<file path="src/rtl/core/sppg_pkg.sv">
`timescale 1ns / 1ps
// ----------------------------------------------------------------------------
// sppg_pkg
// Shared widths, fixed-point constants, lane types and the quarter-wave
// sine magnitude table of the plasma pixel generator.
// ----------------------------------------------------------------------------
package sppg_pkg;

    localparam int COORD_BITS      = 10;
    localparam int SINE_TABLE_BITS = 10;
    localparam int ANGLE_W         = 16;
    localparam int TERM_W          = 16;
    localparam int MAG_W           = 15;
    localparam int GREY_W          = 8;
    localparam int SUM4_W          = TERM_W + 2;

    localparam int RAD_W = 30;
    localparam logic [63:0] RAD_Q16 = 64'd683565276;
    localparam logic [63:0] PI_Q30  = 64'd3373259426;
    localparam logic [63:0] ONE_Q30 = 64'd1 << 30;
    localparam int AMP_Q8 = 32512;

    // x*x + y*y, scaled by 2^16 for the Q8 radius
    localparam int SUM_W     = 2 * COORD_BITS + 1;
    localparam int SQN_W     = SUM_W + 16;
    localparam int SQN_WE    = SQN_W + (SQN_W % 2);
    localparam int ROOT_W    = SQN_WE / 2;
    localparam int REM_W     = ROOT_W + 3;

    // coordinate angles: v * RAD + D * 2^15, divided by D * 2^16
    localparam int PROD_W = COORD_BITS + 1 + RAD_W;
    localparam int QUO_W  = PROD_W - 16;
    localparam int REC_K  = QUO_W + 3;
    localparam int RECP_W = QUO_W + REC_K;
    localparam logic [REC_K-1:0] REC7 = REC_K'(((64'd1 << REC_K) + 64'd6) / 64'd7);
    localparam logic [REC_K-1:0] REC5 = REC_K'(((64'd1 << REC_K) + 64'd4) / 64'd5);
    localparam logic [REC_K-1:0] REC6 = REC_K'(((64'd1 << REC_K) + 64'd5) / 64'd6);
    localparam logic [PROD_W-1:0] RAD_P = PROD_W'(RAD_Q16);
    localparam logic [PROD_W-1:0] OFF7  = PROD_W'(7 * 32768);
    localparam logic [PROD_W-1:0] OFF5  = PROD_W'(5 * 32768);
    localparam logic [PROD_W-1:0] OFF6  = PROD_W'(6 * 32768);

    // radius angle: r * RAD + 2^25, divided by 4 * 2^8 * 2^16
    localparam int ROOT_PROD_W = ROOT_W + RAD_W;
    localparam int ROOT_SHIFT  = 26;
    localparam logic [ROOT_PROD_W-1:0] RAD_R    = ROOT_PROD_W'(RAD_Q16);
    localparam logic [ROOT_PROD_W-1:0] ROOT_OFF = ROOT_PROD_W'(64'd1 << 25);

    localparam int QTR_BITS = SINE_TABLE_BITS - 2;
    localparam int QTR_N    = 1 << QTR_BITS;

    typedef logic [MAG_W-1:0] t_qtab [0:QTR_N];

    typedef struct packed {
        logic                 valid;
        logic [REM_W-1:0]     rem;
        logic [ROOT_W-1:0]    root;
        logic [SQN_WE-1:0]    bits;
        logic [ANGLE_W-1:0]   ang_a;
        logic [ANGLE_W-1:0]   ang_b;
        logic [ANGLE_W-1:0]   ang_c;
    } t_sq_lane;

    function automatic logic [63:0] quarter_sine(input logic [63:0] u);
        logic [63:0] xr;
        logic [63:0] x2;
        logic [63:0] a;
        xr = (u * PI_Q30) / 64'd32768;
        x2 = (xr * xr) >> 30;
        a  = ONE_Q30 - x2 / 64'd72;
        a  = ONE_Q30 - ((x2 * a) >> 30) / 64'd42;
        a  = ONE_Q30 - ((x2 * a) >> 30) / 64'd20;
        a  = ONE_Q30 - ((x2 * a) >> 30) / 64'd6;
        return (xr * a) >> 30;
    endfunction

    function automatic t_qtab build_qtab();
        t_qtab       t;
        logic [63:0] s;
        logic [63:0] m;
        for (int k = 0; k <= QTR_N; k++) begin
            s = quarter_sine(64'(k * (65536 >> SINE_TABLE_BITS)));
            m = (s * 64'(AMP_Q8) + (64'd1 << 29)) >> 30;
            if (m > 64'(AMP_Q8)) begin
                m = 64'(AMP_Q8);
            end
            t[k] = MAG_W'(m);
        end
        return t;
    endfunction

    localparam t_qtab QTAB = build_qtab();

endpackage

</file>
<file path="src/rtl/core/sppg_sqrt_stage.sv">
`timescale 1ns / 1ps
// ----------------------------------------------------------------------------
// sppg_sqrt_stage
// One registered digit step of the radius square root; carries the
// coordinate angles alongside.
// ----------------------------------------------------------------------------
module sppg_sqrt_stage
    import sppg_pkg::*;
(
    input  logic     i_clk,
    input  logic     i_rst_n,
    input  t_sq_lane i_lane,
    output t_sq_lane o_lane
);

    logic [REM_W-1:0] rem2;
    logic [REM_W-1:0] trial;
    logic             ge;

    always_comb begin
        rem2  = {i_lane.rem[REM_W-3:0], i_lane.bits[SQN_WE-1 -: 2]};
        trial = REM_W'({i_lane.root, 2'b01});
        ge    = (rem2 >= trial);
    end

    always_ff @(posedge i_clk) begin
        if (!i_rst_n) begin
            o_lane.valid <= 1'b0;
        end else begin
            o_lane.valid <= i_lane.valid;
        end
        o_lane.rem   <= ge ? (rem2 - trial) : rem2;
        o_lane.root  <= {i_lane.root[ROOT_W-2:0], ge};
        o_lane.bits  <= {i_lane.bits[SQN_WE-3:0], 2'b00};
        o_lane.ang_a <= i_lane.ang_a;
        o_lane.ang_b <= i_lane.ang_b;
        o_lane.ang_c <= i_lane.ang_c;
    end

endmodule

</file>
<file path="config.mk">
export PLATFORM = sky130hd
export DESIGN_NAME = sppg_sqrt_stage
export DESIGN_NICKNAME = d
export VERILOG_FILES = /design/src/rtl/core/sppg_pkg.sv /design/src/rtl/core/sppg_sqrt_stage.sv
export SDC_FILE = /design/constraint.sdc
export NUM_CORES = 1
export LEC_CHECK = 0
export BUFFER_PORTS_ARGS = -buffer_cell sky130_fd_sc_hd__buf_4
export CAP_MARGIN = 20
export CELL_PAD_IN_SITES_DETAIL_PLACEMENT = 2
export CELL_PAD_IN_SITES_GLOBAL_PLACEMENT = 2
export CORE_MARGIN = 5
export CORE_UTILIZATION = 26
export DETAILED_ROUTE_END_ITERATION = 10
export PLACE_DENSITY = 0.88
export SLEW_MARGIN = 15
export SYNTH_ARGS = -nofsm -noshare
export SYNTH_HDL_FRONTEND = slang
export SYNTH_SLANG_ARGS = --single-unit
</file>
<file path="constraint.sdc">
create_clock -name i_clk -period 7.1 [get_ports i_clk]
set_input_delay 1.065 -clock i_clk [delete_from_list [all_inputs] [get_ports i_clk]]
set_output_delay 1.065 -clock i_clk [all_outputs]
set_load 0.1 [all_outputs]
</file>
==> impl_metrics.ini <==
[global_route]
grtUsageTotal_pct = 21.6
grt_pass1_wl_microns = 30900
grt_antenna_before_repair = 2
grt_max_degree = 23
grt_overflow = 0
grt_pass1_vias = 4454

[sta]
fin_crit_ns = 3.40
setup_viol = 0
finalCritPeriodShare_pct = 47.9
hold_viol = 0
grt_setup_unrepaired = false
slew_headroom_pct = 49.3
max_freq_mhz = 294
slew_viol_final = 0
worst_pin_slew_ns = 0.759
finalSetupTns_ns = 0

[hold_path]
hold_depth = 1
min-delay-start = i_lane[7]
hold_end = o_lane[7]$_DFF_P_
min_path_type = input pin to register

[placed_design]
placement.io_buffers = 253
routabilityCongestion = 0.808
dpl.hpwl_microns = 14800

[clock_network]
cts_max_level = 4
cts.root.buffer_cell = clkbuf_16
post_cts_resized = 0
cts_buffers = 17
cts_tree = built
postCtsSetupBuffers = 0
clock_sinks = 126
cts_buffer_depth = 2
holdBufCountCts = 0
cts.clk_slew.worst_paths_ns = 0.06

[setup_path]
critical_path.max_stage_delay_ns = 0.62
cp-end-kind = register
cp_cell_sequence = buf_4, inv_1, ha_1, a21oi_1, o211ai_2, a2111oi_2, a21oi_2, nor2_4, mux2_1
crit_buf_inv = 2
cp.required_ns = 7.39
cp.depth = 9
crit_family = compound AO/OA/AOI/OAI gates
critical_path_class = input pin to register
cp_slowest_cell = nor2_4
start_kind = input pin
cp-startpoint = i_lane[102]
cp_max_fo = 22
cp.arrival_ns = 3.69

[cells_and_area]
syn_to_final_growth_pct = 62.1
largest_register_ffs = 126
final_util_pct = 42.4
biggestRegsByFlops = o_lane: 126 flops
regMostFlops = o_lane
drive_above_1_share_pct = 47.0
fin_nets = 778

[yosys]
synthFlopType = dfxtp_1
synth_edf_count = 0
netlist_area_sq_mm = 0.00429
yosysMostFrequentCell = dfxtp_1
ys_seq_elements = 126
synth_top_area_share_pct = 58.8
avgSynthCellArea_sq_um = 11.6
yosys_warnings = 0
synth_area_leader_cell = dfxtp_1
synth.distinct_cells = 57
ys_seq_area_share_pct = 58.8
ys_top_cells_by_count = 126 x dfxtp_1, 25 x inv_1, 21 x ha_1
syn_inst = 369
synth-async-reset-ratio_pct = 0
synth.area.top_cells = dfxtp_1 59%, ha_1 6.1%, mux2_1 4.5%

[die]
start_util_pct = 26.2
die_width_microns = 138
rows = 47
dieArea_sq_mm = 0.0192
io_pins = 258
fp.dieH_microns = 138
core_sq_mm = 0.0164

[power]
power.density_mw_per_mm2 = 351
cellLeakagePower_nw = 3.32
peakVddDrop_uv = 168

[route]
drt_iter0_drc = 131
ant_nets = 0
drt_wl_total_microns = 21000
dr.pass1.iters = 4
drc = 0
vias = 3943
viasPerCell = 4.57
wl_per_cell_microns = 24.4

[job]
cap_violations = 0

[outcome]
outcome = complete, no violations
==> how the worst max path moves through the flow <==
stage                           to
6_report       o_lane[109]$_DFF_P_
3_5_place_dp   o_lane[120]$_DFF_P_
4_1_cts        o_lane[109]$_DFF_P_
3_3_place_gp   o_lane[120]$_DFF_P_
2_1_floorplan  o_lane[120]$_DFF_P_
5_1_grt        o_lane[109]$_DFF_P_
==> report_power, final <==
group	internal [mW]	switching [mW]
Clock	0.522	0.359
Sequential	0.767	0.0230
Combinational	0.187	0.587
==> kinds of logic (layout without fill, tap and decap cells) <==
family | count (synthesis) | after routing | share of synthesized area, %
XOR/XNOR | 15 | 15 | 3.06
other | 1 | 4 | 0.0874
buffers and inverters | 41 | 311 | 4.69
flip-flops | 126 | 126 | 58.8
multiplexers | 24 | 24 | 6.18
adder cells (fa/ha/maj) | 21 | 21 | 6.12
AO/OA/AOI/OAI | 73 | 73 | 12.9
AND/OR/NAND/NOR | 68 | 68 | 8.19
==> cell type report <==
cell class                 count  area [sq um]
fill                        1707          9450
sequential                   126          2520
timing repair buffer         253          1900
multi-input combinational    203          1570
clock buffer                  17           425
tap                          220           275
clock inverter                15           160
inverter                      26          97.6
antenna                        2          5.00
==> metrics by stage <==
stage | cell area [sq um] | power (mW) | worst slack, ns | hold slack (ns) | instances
2_1_floorplan | 4300 | 1.37 | 4.04 | 1.09 | 370
3_3_place_gp | 6370 | 1.55 | 3.28 | 1.17 | 828
3_5_place_dp | 6370 | 1.57 | 3.28 | 1.17 | 828
4_1_cts | 6950 | 2.47 | 3.63 | 0.727 | 860
5_1_grt | 6960 | 2.53 | 3.53 | 0.728 | 862
6_report | 6960 | 2.44 | 3.70 | 0.746 | 862
==> placed cells by master (no fill, tap or decap), types with 15 or more instances in the layout <==
| cell | netlist | layout |
|---|---|---|
| mux2_1 | 17 | 17 |
| a21oi_1 | 18 | 18 |
| buf_4 | 2 | 253 |
| nand2_1 | 15 | 15 |
| ha_1 | 21 | 21 |
| clkbuf_16 | 0 | 17 |
| dfxtp_1 | 126 | 126 |
| inv_1 | 25 | 25 |
==> metal layers <==
metal | wire, microns | vias up | GRT usage, %
met5 | 0 | - | 0
met4 | 586 | 0 | 7.64
met3 | 1580 | 35 | 7.70
met2 | 11600 | 187 | 41.1
met1 | 7330 | 1920 | 21.4
li1 | - | 1801 | -
No activity file was read; power rests on OpenSTA's default activity.
